**src/hw/rtl/qpht_pkg.sv**
```systemverilog
`timescale 1ns / 1ps
package qpht_pkg;

    // table geometry; probing and hash folding rely on the slot count being a power of two
    localparam int TABLE_SLOTS = 1024;
    localparam int SLOT_W      = $clog2(TABLE_SLOTS);
    localparam int HALF_SLOTS  = TABLE_SLOTS / 2;
    localparam int KEY_CHARS   = 8;
    localparam int KEY_W       = 64;
    localparam int HANDLE_W    = 16;
    localparam int HASH_W      = 16;
    localparam int CMD_W       = 2;
    localparam int STATUS_W    = 3;
    localparam int FIFO_DEPTH  = 2;
    localparam int FIFO_PTR_W  = $clog2(FIFO_DEPTH);
    localparam int FIFO_CNT_W  = $clog2(FIFO_DEPTH + 1);

    localparam logic [CMD_W-1:0] CMD_INSERT = 2'd0;
    localparam logic [CMD_W-1:0] CMD_LOOKUP = 2'd1;
    localparam logic [CMD_W-1:0] CMD_CLEAR  = 2'd2;

    localparam logic [STATUS_W-1:0] ST_INSERTED = 3'd0;
    localparam logic [STATUS_W-1:0] ST_REFUSED  = 3'd1;
    localparam logic [STATUS_W-1:0] ST_NO_SLOT  = 3'd2;
    localparam logic [STATUS_W-1:0] ST_FOUND    = 3'd3;
    localparam logic [STATUS_W-1:0] ST_ABSENT   = 3'd4;
    localparam logic [STATUS_W-1:0] ST_CLEARED  = 3'd5;

    localparam logic [HASH_W-1:0] CHAR_BASE = 16'd97;

    typedef struct packed {
        logic [CMD_W-1:0]    cmd;
        logic [KEY_W-1:0]    key;
        logic [HANDLE_W-1:0] handle;
        logic [SLOT_W-1:0]   hash;
    } t_job;

    typedef struct packed {
        logic                used;
        logic [KEY_W-1:0]    key;
        logic [HANDLE_W-1:0] handle;
    } t_slot;

    localparam int SLOT_WORD_W = $bits(t_slot);

    typedef struct packed {
        logic init_busy;
    } t_back_stat;

    // drop bytes after the first zero byte and beyond KEY_CHARS
    function automatic logic [KEY_W-1:0] f_normalize(input logic [KEY_W-1:0] raw);
        logic [KEY_W-1:0] k;
        logic             live;
        k    = '0;
        live = 1'b1;
        for (int n = 0; n < KEY_CHARS; n++) begin
            if (raw[8*n +: 8] == 8'd0) begin
                live = 1'b0;
            end
            if (live) begin
                k[8*n +: 8] = raw[8*n +: 8];
            end
        end
        return k;
    endfunction

    function automatic logic [SLOT_W-1:0] f_hash(input logic [KEY_W-1:0] k);
        logic [HASH_W-1:0] h;
        logic              live;
        h    = '0;
        live = 1'b1;
        for (int n = 0; n < 8; n++) begin
            if (k[8*n +: 8] == 8'd0) begin
                live = 1'b0;
            end
            if (live) begin
                h = (h << 5) ^ ({8'd0, k[8*n +: 8]} - CHAR_BASE);
            end
        end
        return h[SLOT_W-1:0];
    endfunction

endpackage

```
**src/hw/rtl/qpht_front.sv**
```systemverilog
`timescale 1ns / 1ps
module qpht_front
    import qpht_pkg::*;
(
    input  logic                i_valid,
    input  logic [CMD_W-1:0]    i_command,
    input  logic [KEY_W-1:0]    i_symbol_key,
    input  logic [HANDLE_W-1:0] i_entry_handle,
    input  logic                i_full,
    input  t_back_stat          i_stat,
    output logic                o_stall,
    output logic                o_push,
    output t_job                o_job
);

    logic [KEY_W-1:0] w_key;

    assign w_key   = f_normalize(i_symbol_key);
    assign o_stall = i_full | i_stat.init_busy;
    assign o_push  = i_valid & ~o_stall;

    always_comb begin
        o_job.cmd    = i_command;
        o_job.key    = w_key;
        o_job.handle = i_entry_handle;
        o_job.hash   = f_hash(w_key);
    end

endmodule

```
**config.mk**
```make
export PLATFORM = sky130hd
export DESIGN_NAME = qpht_front
export DESIGN_NICKNAME = d
export VERILOG_FILES = /design/src/hw/rtl/qpht_pkg.sv /design/src/hw/rtl/qpht_front.sv
export SDC_FILE = /design/constraint.sdc
export NUM_CORES = 1
export LEC_CHECK = 0
export BUFFER_PORTS_ARGS = -buffer_cell sky130_fd_sc_hd__buf_2
export CORE_UTILIZATION = 52
export DETAILED_ROUTE_END_ITERATION = 8
export PLACE_DENSITY = 0.94
export SETUP_SLACK_MARGIN = 0.05
export SLEW_MARGIN = 15
export SYNTH_ARGS = -nofsm -noshare
export SYNTH_HDL_FRONTEND = slang
export SYNTH_SLANG_ARGS = --single-unit
```
**constraint.sdc**
```tcl
create_clock -name vclk -period 5.68
set_clock_uncertainty 0.15 [all_clocks]
set_input_delay 0.284 -clock vclk [all_inputs]
set_output_delay 0.284 -clock vclk [all_outputs]
set_load 0.02 [all_outputs]
```
==> flow_summary.json, run 1 <==
{
  "fin_cells": 688,
  "tightest_slew_ns": 0.7283,
  "arrival_ns": 4.13,
  "avgSynthCellArea_sq_um": 6.795,
  "slew_violations": 0,
  "cp.depth": 18,
  "crit_chain": "buf_2, inv_1, ha_1, or3b_2, nor2_8, nor2_1, nand2_1, ha_1, or4b_2, nand2_1, xnor2_1, nand2_1, xor2_1, o21ai_0, a21oi_1, a31oi_1, a2111oi_2, buf_2",
  "layout_commonest_cell": "buf_2",
  "layout-drive-gt1-share_pct": 30.93,
  "synth_top_family_by_area": "simple AND/OR/NAND/NOR gates",
  "hold_slack_ns": 0.4180,
  "crit_required_ns": 5.25,
  "chipWidth_um": 82.92,
  "switchingPower_mw": 0.2090,
  "max-vdd-ir-drop_v": 0.00005027,
  "rsz0062_at_grt": "false",
  "grt_max_degree": 30,
  "fin_area_sq_mm": 0.003991,
  "seqCellArea_sq_um": 0,
  "n_antenna_cell": 0,
  "routed_wl_um": 10290,
  "yosys.area_share.simple_pct": 38.88,
  "cts-resized-gates": 0,
  "antenna_found_initial": 0,
  "synth_compound_area_share_pct": 23.81,
  "yosysUniqueCellTypes": 76,
  "hold_viol": 0,
  "drcViolationCount": 0,
  "start_util_pct": 53.62,
  "die_h_um": 82.92,
  "syn_area_sq_mm": 0.003405,
  "place_area_sq_mm": 0.003991,
  "cts_setup_buffers": 0,
  "outcome": "completed",
  "setup_violations": 0,
  "io_buffers": 143,
  "seqPwrFrac_pct": 0,
  "final_cell_mix": "143 x buf_2, 65 x nand2_1, 49 x xnor2_1",
  "hold_class": "in2out",
  "cts_hold_buf": 0,
  "viasPerCell": 5.837,
  "total_power_mw": 0.3511,
  "cp_max_fo": 14,
  "synth_nets": 601,
  "ant_nets": 0,
  "wl_met2_um": 4929,
  "sw_frac_of_total_pct": 59.52,
  "syn_inst": 501,
  "grt_overflow": 0,
  "crit_buf_inv": 3,
  "power.density_mw_per_mm2": 87.98,
  "period_share_pct": 80.33,
  "p_clk_share_pct": 0,
  "dieArea_sq_mm": 0.006875,
  "drtPass1Iterations": 4,
  "synthAdderAreaFrac_pct": 5.513,
  "seq_cells": 0,
  "cap_violations": 0,
  "cpMostUsedCell": "nand2_1",
  "post-route-min-period_ns": 4.562,
  "relSlewSlack_pct": 51.28,
  "clock_buffers": 0,
  "ys_warn_count": 0,
  "wl_met1_um": 4556,
  "p_leak_nw": 1.984,
  "first_iter_violations": 302,
  "critPathMaxStageDelay_ns": 0.65,
  "dr_wl_met3_um": 582,
  "path_class": "in2out",
  "crit_family": "simple AND/OR/NAND/NOR gates",
  "area_delta_synth_final_pct": 17.24,
  "layout.nets": 713,
  "dp_cells": 688,
  "grt_pass1_wl_um": 17080,
  "cp-start-kind": "primary input",
  "combPwrFrac_pct": 100.0,
  "cp-end-kind": "output port",
  "rows": 29,
  "grt_use_total_pct": 28.54,
  "ys_seq_area_share_pct": 0,
  "place.gp.congestion": 0.9608,
  "tns_ns": 0,
  "io_pins": 179,
  "routedWlPerCell_um": 14.96,
  "dp_hpwl_um": 8554,
  "route.top_layer_used": "met4",
  "synth_mux_area_share_pct": 2.940,
  "min_path_cells": 0,
  "grt_pass1_vias": 3696,
  "synth_xor_xnor_area_share_pct": 19.04,
  "p_int_mw": 0.1421,
  "max_freq_mhz": 219.2,
  "crit_slowest_cell": "or4b_2",
  "coreArea_sq_mm": 0.006350,
  "dr_total_vias": 4016
}
kinds of logic after synthesis:
family / count (synthesis)
AND/OR/NAND/NOR: 241
AO/OA/AOI/OAI: 103
XOR/XNOR: 74
buffers and inverters: 58
adder cells (fa/ha/maj): 15
multiplexers: 10
metrics by stage:
step                      utilization (%)  setup WS, ns
final                               62.86         1.118
after floorplan                         -         1.163
after global placement              62.86         1.273
after CTS                           62.86         1.162
after detailed placement            62.86         1.175
after global routing                62.86        0.8553
power groups by stage:
stage               Clock [mW]  Sequential [mW]  Combinational [mW]
floorplan                    0                0               0.250
global placement             0                0               0.340
detailed placement           0                0               0.346
CTS                          0                0               0.348
global route                 0                0               0.377
finish                       0                0               0.351
worst paths after layout:
path	startpoint	slack [ns]	end
worst max-delay path	i_symbol_key[0]	1.12	o_job[6]
worst min-delay path	i_entry_handle[0]	0.42	o_job[10]
cell type report:
cell class                      instances  area, sq um
Fill cell                             591         2359
Multi-Input combinational cell        443         3070
Inverter                               21        78.83
Tap cell                               77        96.34
Timing Repair Buffer                  147        745.7
synth_stat cells (5+ instances only):
cell,instances,area (sq um)
nor4_1,5,31.28
nand2_1,65,244.0
buf_4,19,142.6
nor2_1,44,165.2
clkbuf_1,11,41.29
nor3_1,24,120.1
nand3_1,10,50.05
or3_1,6,37.54
o211ai_1,8,60.06
buf_6,5,56.30
a211oi_1,8,60.06
xnor2_1,49,429.2
ha_1,15,187.7
o21ai_0,15,75.07
a21oi_1,14,70.07
xor2_1,25,219.0
mux2i_1,10,100.1
and2_1,27,168.9
and3_1,21,131.4
inv_1,21,78.83
a31oi_1,12,75.07
metal layers:
metal,up-vias,track usage (%)
met4,0,7.210
met2,151,49.85
met5,-,0
met1,1845,38.01
met3,28,1.789
li1,1992,-
Power figures use the tool's default switching activity.
==> run 2: changes to the inputs <==
Settings changed: CORE_UTILIZATION 52 to 48, PLACE_DENSITY 0.94 to 0.87.
Clock period 5.68 ns to 4.35 ns, I/O delays scaled along.
==> run 2 against run 1 <==
Effect of this change: design area up 2.9%; power is 31% higher; cell count grew 4.1%; global-route usage shrank 2.8 points; critical path type unchanged; highest routed layer unchanged.
==> flow_summary.json, run 2 (synthesized netlist as in run 1, its figures left out) <==
{
  "fin_cells": 716,
  "dp_hpwl_um": 8595,
  "path_class": "in2out",
  "grt_pass1_wl_um": 16090,
  "cap_violations": 0,
  "rows": 30,
  "drcViolationCount": 0,
  "io_buffers": 143,
  "arrival_ns": 3.73,
  "routed_wl_um": 10130,
  "total_power_mw": 0.4588,
  "dp_cells": 715,
  "grt_pass1_vias": 3618,
  "antenna_found_initial": 0,
  "viasPerCell": 5.722,
  "hold_class": "in2out",
  "rsz0062_at_grt": "false",
  "cp_max_fo": 5,
  "io_pins": 179,
  "dieArea_sq_mm": 0.007434,
  "layout.nets": 722,
  "tns_ns": 0,
  "max-vdd-ir-drop_v": 0.00005052,
  "relSlewSlack_pct": 36.33,
  "routedWlPerCell_um": 14.14,
  "max_freq_mhz": 244.1,
  "hold_viol": 0,
  "clock_buffers": 0,
  "drtPass1Iterations": 5,
  "grt_overflow": 0,
  "grt_use_total_pct": 25.76,
  "start_util_pct": 49.84,
  "coreArea_sq_mm": 0.006832,
  "seqCellArea_sq_um": 0,
  "crit_required_ns": 3.98,
  "area_delta_synth_final_pct": 20.62,
  "layout_commonest_cell": "buf_2",
  "power.density_mw_per_mm2": 111.7,
  "dr_total_vias": 4097,
  "layout-drive-gt1-share_pct": 32.26,
  "tightest_slew_ns": 0.9515,
  "grt_max_degree": 17,
  "place.gp.congestion": 0.9548,
  "final_cell_mix": "142 x buf_2, 65 x nand2_1, 49 x xnor2_1",
  "period_share_pct": 94.19,
  "finish.utilization_pct": 60.11,
  "ant_nets": 0,
  "cp-end-kind": "output port",
  "cp-start-kind": "primary input",
  "first_iter_violations": 283,
  "p_leak_nw": 2.040,
  "die_h_um": 86.22,
  "n_antenna_cell": 0,
  "post-route-min-period_ns": 4.097,
  "slew_violations": 0,
  "chipWidth_um": 86.22,
  "outcome": "completed",
  "seq_cells": 0,
  "setup_violations": 0
}
run 2: final cells by class:
type | instances | area, sq um
inverters | 21 | 78.83
well taps | 96 | 120.1
multi-input cells | 443 | 3079
fillers | 661 | 2725
repair buffers | 156 | 828.3
run 2: path summary, 6_finish.rpt:
path	startpoint	endpoint	slack [ns]	cells after the start
setup / recovery	i_symbol_key[0]	o_job[9]	0.25	15
hold / removal	i_entry_handle[0]	o_job[10]	0.29	0
run 2: layer usage:
metal	global-route usage, %	part of all wire (%)	vias up	routed length [um]
met3	2.190	7.1	23	723
met1	34.25	44	1858	4468
met4	5.758	1.6	0	159
li1	-	-	2011	-
met5	0	0	-	0
met2	45.09	47	205	4775
run 2: per-stage QoR:
step	setup WS, ns	hold WS [ns]	area (sq um)
3_3_place_gp	0.2163	0.2851	4080
3_5_place_dp	0.07861	0.2851	4080
6_report	0.2526	0.2850	4106
4_1_cts	0.06898	0.2851	4080
5_1_grt	0.06123	0.2850	4106
2_1_floorplan	0.1068	0.3976	3410
run 2: repair_timing:
item,4_1_cts,5_1_grt
buffers inserted,0,1
setup endpoints to repair,0,2
hold buffers,0,0
resized for setup,0,3
run 2: critical path: stages:
cell     delay (ns)
buf_2          0.12
inv_1          0.09
ha_1           0.18
or3b_4         0.45
or2_4          0.29
nand2_1        0.13
ha_1           0.21
or3b_2         0.48
or2_2          0.33
a41oi_1        0.26
o31ai_2        0.14
xor2_1         0.18
o32ai_1        0.13
o31ai_2        0.33
buf_4          0.20
run 2: report_power, final:
| group | total [mW] | internal (mW) | switching, mW |
|---|---|---|---|
| Sequential | 0 | 0 | 0 |
| Combinational | 0.459 | 0.190 | 0.269 |
| Clock | 0 | 0 | 0 |
