`src/hw/rtl/qpht_pkg.sv`:
```
`timescale 1ns / 1ps
package qpht_pkg;

    // table geometry; probing and hash folding rely on the slot count being a power of two
    localparam int TABLE_SLOTS = 1024;
    localparam int SLOT_W      = $clog2(TABLE_SLOTS);
    localparam int HALF_SLOTS  = TABLE_SLOTS / 2;
    localparam int KEY_CHARS   = 8;
    localparam int KEY_W       = 64;
    localparam int HANDLE_W    = 16;
    localparam int HASH_W      = 16;
    localparam int CMD_W       = 2;
    localparam int STATUS_W    = 3;
    localparam int FIFO_DEPTH  = 2;
    localparam int FIFO_PTR_W  = $clog2(FIFO_DEPTH);
    localparam int FIFO_CNT_W  = $clog2(FIFO_DEPTH + 1);

    localparam logic [CMD_W-1:0] CMD_INSERT = 2'd0;
    localparam logic [CMD_W-1:0] CMD_LOOKUP = 2'd1;
    localparam logic [CMD_W-1:0] CMD_CLEAR  = 2'd2;

    localparam logic [STATUS_W-1:0] ST_INSERTED = 3'd0;
    localparam logic [STATUS_W-1:0] ST_REFUSED  = 3'd1;
    localparam logic [STATUS_W-1:0] ST_NO_SLOT  = 3'd2;
    localparam logic [STATUS_W-1:0] ST_FOUND    = 3'd3;
    localparam logic [STATUS_W-1:0] ST_ABSENT   = 3'd4;
    localparam logic [STATUS_W-1:0] ST_CLEARED  = 3'd5;

    localparam logic [HASH_W-1:0] CHAR_BASE = 16'd97;

    typedef struct packed {
        logic [CMD_W-1:0]    cmd;
        logic [KEY_W-1:0]    key;
        logic [HANDLE_W-1:0] handle;
        logic [SLOT_W-1:0]   hash;
    } t_job;

    typedef struct packed {
        logic                used;
        logic [KEY_W-1:0]    key;
        logic [HANDLE_W-1:0] handle;
    } t_slot;

    localparam int SLOT_WORD_W = $bits(t_slot);

    typedef struct packed {
        logic init_busy;
    } t_back_stat;

    // drop bytes after the first zero byte and beyond KEY_CHARS
    function automatic logic [KEY_W-1:0] f_normalize(input logic [KEY_W-1:0] raw);
        logic [KEY_W-1:0] k;
        logic             live;
        k    = '0;
        live = 1'b1;
        for (int n = 0; n < KEY_CHARS; n++) begin
            if (raw[8*n +: 8] == 8'd0) begin
                live = 1'b0;
            end
            if (live) begin
                k[8*n +: 8] = raw[8*n +: 8];
            end
        end
        return k;
    endfunction

    function automatic logic [SLOT_W-1:0] f_hash(input logic [KEY_W-1:0] k);
        logic [HASH_W-1:0] h;
        logic              live;
        h    = '0;
        live = 1'b1;
        for (int n = 0; n < 8; n++) begin
            if (k[8*n +: 8] == 8'd0) begin
                live = 1'b0;
            end
            if (live) begin
                h = (h << 5) ^ ({8'd0, k[8*n +: 8]} - CHAR_BASE);
            end
        end
        return h[SLOT_W-1:0];
    endfunction

endpackage

```
`src/hw/rtl/qpht_fifo.sv`:
```
`timescale 1ns / 1ps
module qpht_fifo
    import qpht_pkg::*;
(
    input  logic i_clk,
    input  logic i_rst_n,
    input  logic i_push,
    input  t_job i_job,
    input  logic i_pop,
    output t_job o_job,
    output logic o_full,
    output logic o_empty
);

    t_job                  r_buf [FIFO_DEPTH];
    logic [FIFO_PTR_W-1:0] r_wp, n_wp;
    logic [FIFO_PTR_W-1:0] r_rp, n_rp;
    logic [FIFO_CNT_W-1:0] r_cnt, n_cnt;

    always_comb begin
        n_wp  = r_wp;
        n_rp  = r_rp;
        n_cnt = r_cnt;
        if (i_push) begin
            n_wp = (r_wp == FIFO_PTR_W'(FIFO_DEPTH - 1)) ? '0 : r_wp + 1'b1;
        end
        if (i_pop) begin
            n_rp = (r_rp == FIFO_PTR_W'(FIFO_DEPTH - 1)) ? '0 : r_rp + 1'b1;
        end
        if (i_push && !i_pop) begin
            n_cnt = r_cnt + 1'b1;
        end else if (i_pop && !i_push) begin
            n_cnt = r_cnt - 1'b1;
        end
    end

    always_ff @(posedge i_clk) begin
        if (!i_rst_n) begin
            r_wp  <= '0;
            r_rp  <= '0;
            r_cnt <= '0;
        end else begin
            r_wp  <= n_wp;
            r_rp  <= n_rp;
            r_cnt <= n_cnt;
        end
        if (i_push) begin
            r_buf[r_wp] <= i_job;
        end
    end

    assign o_job   = r_buf[r_rp];
    assign o_full  = (r_cnt == FIFO_CNT_W'(FIFO_DEPTH));
    assign o_empty = (r_cnt == '0);

endmodule

```
`config.mk`:
```
export PLATFORM = sky130hd
export DESIGN_NAME = qpht_fifo
export DESIGN_NICKNAME = d
export VERILOG_FILES = /design/src/hw/rtl/qpht_pkg.sv /design/src/hw/rtl/qpht_fifo.sv
export SDC_FILE = /design/constraint.sdc
export NUM_CORES = 1
export LEC_CHECK = 0
export ABC_AREA = 1
export BUFFER_PORTS_ARGS = -buffer_cell sky130_fd_sc_hd__buf_2
export CORE_MARGIN = 8
export CORE_UTILIZATION = 52
export CTS_CLUSTER_DIAMETER = 50
export CTS_CLUSTER_SIZE = 24
export DETAILED_ROUTE_END_ITERATION = 8
export PLACE_DENSITY = 0.88
export REMOVE_ABC_BUFFERS = 1
export SKIP_CTS_REPAIR_TIMING = 1
export SLEW_MARGIN = 20
export SYNTH_ARGS = -nofsm -noshare
export SYNTH_HDL_FRONTEND = slang
export SYNTH_SLANG_ARGS = --single-unit
```
`constraint.sdc`:
```
create_clock -name i_clk -period 6.7 [get_ports i_clk]
set_clock_uncertainty 0.2 [all_clocks]
set_input_delay 1.005 -clock i_clk [delete_from_list [all_inputs] [get_ports i_clk]]
set_output_delay 1.005 -clock i_clk [all_outputs]
set_load 0.01 [all_outputs]
```
==> results.md, run 1 <==
- Outcome: complete, no violations
- Filler cells: 970
- Post-Syn Instances: between 300 and 400
- Num CTS Buffers: 17
- CP arrival: between 2000 and 3000 ps
- Crit path max fanout: 55
- Slew headroom: 33.8%
- Unrepaired setup endpoints after global routing: no
- Hold Path Depth: 2
- Drt pass-1 iters: 4
- WL met1: 5350 µm
- Worst-skew pair later-pin latency: 420 ps
- Residual DRC count: 0
- Syn-to-layout area delta: 22.7%
- Die Wd: 134 µm
- Share of post-route cells with drive strength above 1: 59.3%
- N_diodes: 0
- Vias per cell: 5.02
- Routability cong.: 0.698
- Cell Area, Synth: 7270 µm²
- Setup-failing EPs final: 0
- Synth Register Bits: ~190
- CTS tree: built
- Post-DP HPWL: 9320 µm
- Element type at the critical path end: output port
- Metal3 WL: 976 µm
- H-tree level count: 4
- DRT iter0 DRCs: 211
- Detail Route Antenna Nets: 0
- Vias in the first global route: 3894
- CP required: 5490 ps
- R2R cell count: 3
- Die Span Y: 134 µm
- Placed cell areas: 8320 µm²
- Top layer in use: met4
- Final Hold Viols: 0
- Critical path class: reg2out
- First-pass GRT wire length: 20900 µm
- IO buf count: 189
- # IOs: 190
- Worst slew pin tran: 993 ps
- Largest net degree at the start of global routing: 56
- Nets: 620
- WL/cell: about 19 µm
- Register area share after synthesis: 77.4%
- Global route overflow: 0
- FMAX: 0.259 GHz
- # clock sinks: 189
- Hold Crit Start: r_rp
- Core Region: 13800 µm²
- Starting Density: 52.8%
- Syn avg cell area: between 20 and 25 µm²
- Initial antenna violation count: 0
- Yosys Warn Count: 0
- Critical register-to-register path endpoint: r_buf[1][21]
- Pins Over Slew Limit: 0
- Root Buffer: clkbuf_16
- Tmin final: 3860 ps
- Reg clk slew, reported paths: 60 ps
- DR vias: 3591
- Detail Route met2 WL: 6920 µm
- Die Area: 18000 µm²
- Number of cell rows: 43
- Hold Path Class: reg2reg
- Worst Hold End: r_rp
- Final WL: 13500 µm
- MaxCap Viol Count: 0
- Final period utilization: 57.6%
- Synth cell types: 15
- Leakage power: 0.00356 µW
- Final instance area: around 8900 µm²
- Total power after layout: 2650 µW
- Pwr Density: 298 nW/µm²
- Worst r2r src: r_wp
- Peak VDD IR: roughly 250 µV
- Critical path launch point type: flop
- Setup TNS: 0 ps
- Clock buffer depth: 2
- GRT Total Usage: 15.1%
- R2R Setup Slk: 4440 ps
-- registers in the layout (all words and copies together) (netlist names), named ones only --
signal,cells
r_buf,184
r_cnt,2
r_wp,1
r_rp,1
-- layout make-up --
type                    count  area [µm²]  share of cell area, %
clock inverters            14         169                   1.89
flip-flops and latches    189        5630                   63.1
repair buffers            193         988                   11.1
multi-input cells         114        1440                   16.2
clock buffers              18         429                   4.81
inverters                   8        32.5                  0.365
well taps                 180         225                   2.53
-- cells in the mapped netlist --
| library cell | n | area share (%) |
|---|---|---|
| o21ai_0 | 1 | 0.069 |
| mux2_4 | 80 | 17 |
| nand3_1 | 1 | 0.069 |
| edfxtp_1 | 184 | 76 |
| buf_2 | 1 | 0.069 |
| a21oi_1 | 1 | 0.069 |
| buf_6 | 1 | 0.15 |
| buf_12 | 8 | 2.2 |
| inv_1 | 8 | 0.41 |
| nand4_1 | 1 | 0.086 |
| nor2_1 | 9 | 0.46 |
| nand2_1 | 8 | 0.41 |
| dfxtp_1 | 5 | 1.4 |
| mux2_2 | 12 | 1.9 |
| ha_1 | 1 | 0.17 |
-- logic make-up (layout without fill, tap and decap cells) --
| logic type | Yosys count | in the layout | synth area share, % |
|---|---|---|---|
| mux | 92 | 92 | 18.4 |
| compound gates | 2 | 2 | 0.138 |
| flops | 189 | 189 | 77.4 |
| fa+ha+maj | 1 | 1 | 0.172 |
| simple gates | 19 | 19 | 1.03 |
| buf+inv | 18 | 233 | 2.84 |
-- how the worst max path moves through the flow --
stage                  endpoint  slack [ps]  depth (start not counted)
floorplan           r_buf[0][0]        1060                          2
detailed placement    o_job[76]        3190                          3
CTS                   o_job[76]        2720                          3
finish                o_job[76]        2840                          3
global placement      o_job[90]        3210                          3
global route          o_job[76]        2630                          3
-- metrics by stage --
step	cells	hold slack, ps	util, %	worst slack (ps)
2_1_floorplan	311	263	-	1060
3_3_place_gp	683	273	60.2	3210
3_5_place_dp	684	307	60.4	3190
4_1_cts	716	323	64.7	2720
5_1_grt	716	377	64.7	2630
6_report	716	320	64.7	2840
-- worst max-delay path, cell delays in order (launching register included) --
cell	delay, ps
dfxtp_4	970
buf_4	690
mux2_2	420
buf_2	140
-- cells in the final DEF, fill, tap and decap left out --
master	n
a21oi_1	1
buf_12	1
buf_2	189
buf_4	3
bufinv_16	3
clkbuf_1	1
clkbuf_16	17
clkinv_1	1
clkinv_2	2
clkinv_4	3
clkinvlp_4	4
dfxtp_1	4
dfxtp_4	1
edfxtp_1	184
ha_1	1
inv_1	7
inv_4	1
inv_6	1
mux2_2	12
mux2_4	80
nand2_1	8
nand3_1	1
nand4_1	1
nor2_1	8
nor2_4	1
o21ai_0	1
-- layer usage --
metal	up-vias	global-route usage, %
met3	16	5.20
li1	1654	-
met4	0	6.18
met2	137	25.2
met5	-	0
met1	1784	17.4
-- power breakdown --
| part | switching (µW) | internal [µW] | total [µW] |
|---|---|---|---|
| sequential | 29.5 | 1370 | 1400 |
| clock | 410 | 587 | 997 |
| combinational | 123 | 135 | 259 |
No activity file was read; power rests on OpenSTA's default activity.
==> run 2: changes to the inputs <==
--- a/config.mk
+++ b/config.mk
@@ -8,11 +8,11 @@
 export ABC_AREA = 1
 export BUFFER_PORTS_ARGS = -buffer_cell sky130_fd_sc_hd__buf_2
 export CORE_MARGIN = 8
-export CORE_UTILIZATION = 52
+export CORE_UTILIZATION = 47
 export CTS_CLUSTER_DIAMETER = 50
 export CTS_CLUSTER_SIZE = 24
 export DETAILED_ROUTE_END_ITERATION = 8
-export PLACE_DENSITY = 0.88
+export PLACE_DENSITY = 0.84
 export REMOVE_ABC_BUFFERS = 1
 export SKIP_CTS_REPAIR_TIMING = 1
 export SLEW_MARGIN = 20
==> constraint.sdc (replaced) <==
create_clock -name i_clk -period 3.12 [get_ports i_clk]
set_clock_uncertainty 0.2 [all_clocks]
set_input_delay 0.468 -clock i_clk [delete_from_list [all_inputs] [get_ports i_clk]]
set_output_delay 0.468 -clock i_clk [all_outputs]
set_load 0.01 [all_outputs]
==> run 2 against run 1 <==
Compared with the run above: sequential power increased by 110%; wire length up 4.6%; largest cell class unchanged; setup slack worse by 2400 ps; sequential share of layout area is 0.12 points lower; total power grew 110%.
==> results.md, run 2 (same netlist as run 1, synthesis figures left out) <==
- Crit path max fanout: 35 (was 55)
- Slew headroom: 54.8% (was 33.8%)
- Nets: 621 (was 620)
- CP required: 2450 ps (was 5490 ps)
- Setup-failing EPs final: 0 (unchanged)
- Hold Path Class: in2reg (was reg2reg)
- Peak VDD IR: 332 µV (was 250 µV)
- Number of cell rows: 45 (was 43)
- R2R cell count: 3 (unchanged)
- CP arrival: 2040 ps (was 2650 ps)
- Final Hold Viols: 0 (unchanged)
- H-tree level count: 4 (unchanged)
- Top reg by flops: r_buf (unchanged)
- Global route overflow: 0 (unchanged)
- Most common cell after layout, fill and taps aside: buf_2 (unchanged)
- Syn-to-layout area delta: 22.9% (was 22.7%)
- Total power after layout: 5640 µW (was 2650 µW)
- Die Area: 19700 µm² (was 18000 µm²)
- Final WL: 14100 µm (was 13500 µm)
- Max FFs per register: 184 (unchanged)
- Vias per cell: 4.93 (was 5.02)
- Tmin final: between 2000 and 3000 ps
- Worst r2r src: r_wp (unchanged)
- Hold Path Depth: 1 (was 2)
- Final period utilization: roughly 87%
- Critical register-to-register path endpoint: r_buf[1][59] (was r_buf[1][21])
- Fin util: 59.0% (was 64.7%)
- Starting Density: 48.0% (was 52.8%)
- Residual DRC count: 0 (unchanged)
- N_diodes: 0 (unchanged)
- DR vias: 3573 (was 3591)
- MaxCap Viol Count: 0 (unchanged)
- Drt pass-1 iters: 4 (unchanged)
- Final instance area: 8930 µm² (was 8910 µm²)
- # clock sinks: 189 (unchanged)
- Filler cells: 1107 (was 970)
- CTS tree: built (unchanged)
- Pins Over Slew Limit: 0 (unchanged)
- Critical path launch point type: flop (unchanged)
- Critical path class: reg2out (unchanged)
- Root Buffer: clkbuf_16 (unchanged)
- Num CTS Buffers: 17 (unchanged)
- Biggest regs: r_buf: 184 flops, r_cnt: 2 flops (unchanged)
- Reg clk slew, reported paths: 70 ps (was 60 ps)
- Clock buffer depth: 2 (unchanged)
- Unrepaired setup endpoints after global routing: no (unchanged)
- IO buf count: 189 (unchanged)
- Area of the multi-input gates: 1440 µm² (unchanged)
- First-pass GRT wire length: 21300 µm (was 20900 µm)
- GRT Total Usage: 14.3% (was 15.1%)
- Detail Route Antenna Nets: 0 (unchanged)
- Element type at the critical path end: output port (unchanged)
- Post-DP HPWL: 9870 µm (was 9320 µm)
- Core Region: 15100 µm² (was 13800 µm²)
- Worst slew pin tran: 678 ps (was 993 ps)
- Vias in the first global route: 3963 (was 3894)
- Pwr Density: 631 nW/µm² (was 298 nW/µm²)
- Leakage power: 0.00357 µW (was 0.00356 µW)
- Fin Hold WS: 32.1 ps (was 320 ps)
- Outcome: complete, no violations (unchanged)
- Routability cong.: 0.697 (was 0.698)
- Initial antenna violation count: 0 (unchanged)
- Die Span Y: 140 µm (was 134 µm)
- WL/cell: 19.4 µm (was 18.8 µm)
- Hold Crit Start: i_job[13] (was r_rp)
- Worst Hold End: r_buf[1][13] (was r_rp)
- Largest net degree at the start of global routing: 58 (was 56)
- Most frequent cells in the layout: buf_2, edfxtp_1, mux2_4, clkbuf_16, mux2_2 (unchanged)
- Placed cell areas: 8360 µm² (was 8320 µm²)
- Die Wd: 140 µm (was 134 µm)
- # IOs: 190 (unchanged)
- R2R Setup Slk: 1240 ps (was 4440 ps)
- FMAX: 0.370 GHz
- Register area: 5630 µm² (unchanged)
- Worst-skew pair later-pin latency: 410 ps (was 420 ps)
- DRT iter0 DRCs: 120 (was 211)
- Share of post-route cells with drive strength above 1: 59.2% (was 59.3%)
==> run 2: where the power goes <==
group	total (µW)	internal (µW)	switching, µW	leakage (µW)
Clock	2080	1180	899	0.000280
Combinational	574	293	280	0.00152
Sequential	2990	2940	51.6	0.00177
Total	5640	4410	1230	0.00357
==> run 2: stage by stage <==
step	setup WS [ps]	std cells	setup TNS (ps)
6_report	416	725	0
2_1_floorplan	-1990	311	-314120
3_3_place_gp	872	693	0
3_5_place_dp	831	693	0
4_1_cts	357	725	0
5_1_grt	317	725	0
==> run 2: layout make-up <==
class	instances	area share, %
sequential	189	63.0
timing repair buffer	194	11.4
inverter	8	0.364
clock inverter	15	1.64
multi-input combinational	114	16.1
tap	188	2.63
clock buffer	17	4.76
==> run 2: worst max-delay path, stage by stage (launching register included) <==
cell,delay [ps]
dfxtp_4,720
buf_12,340
mux2_2,380
buf_2,150
==> run 2: routing by layer <==
metal | GRT usage (%) | vias to the layer above | routed length, µm
li1 | - | 1657 | -
met1 | 15.0 | 1751 | 5380
met2 | 25.4 | 147 | 7400
met3 | 5.40 | 18 | 1090
met4 | 5.94 | 0 | 209
met5 | 0 | - | 0
==> run 2: how the worst max path moves through the flow <==
stage          startpoint           to  slack (ps)  cells past startpoint
5_1_grt              flop    o_job[76]         320                      3
6_report             flop    o_job[85]         420                      3
3_5_place_dp         flop    o_job[85]         830                      3
4_1_cts              flop    o_job[85]         360                      3
3_3_place_gp         flop    o_job[75]         870                      3
2_1_floorplan      i_push  r_buf[0][0]       -1990                      2
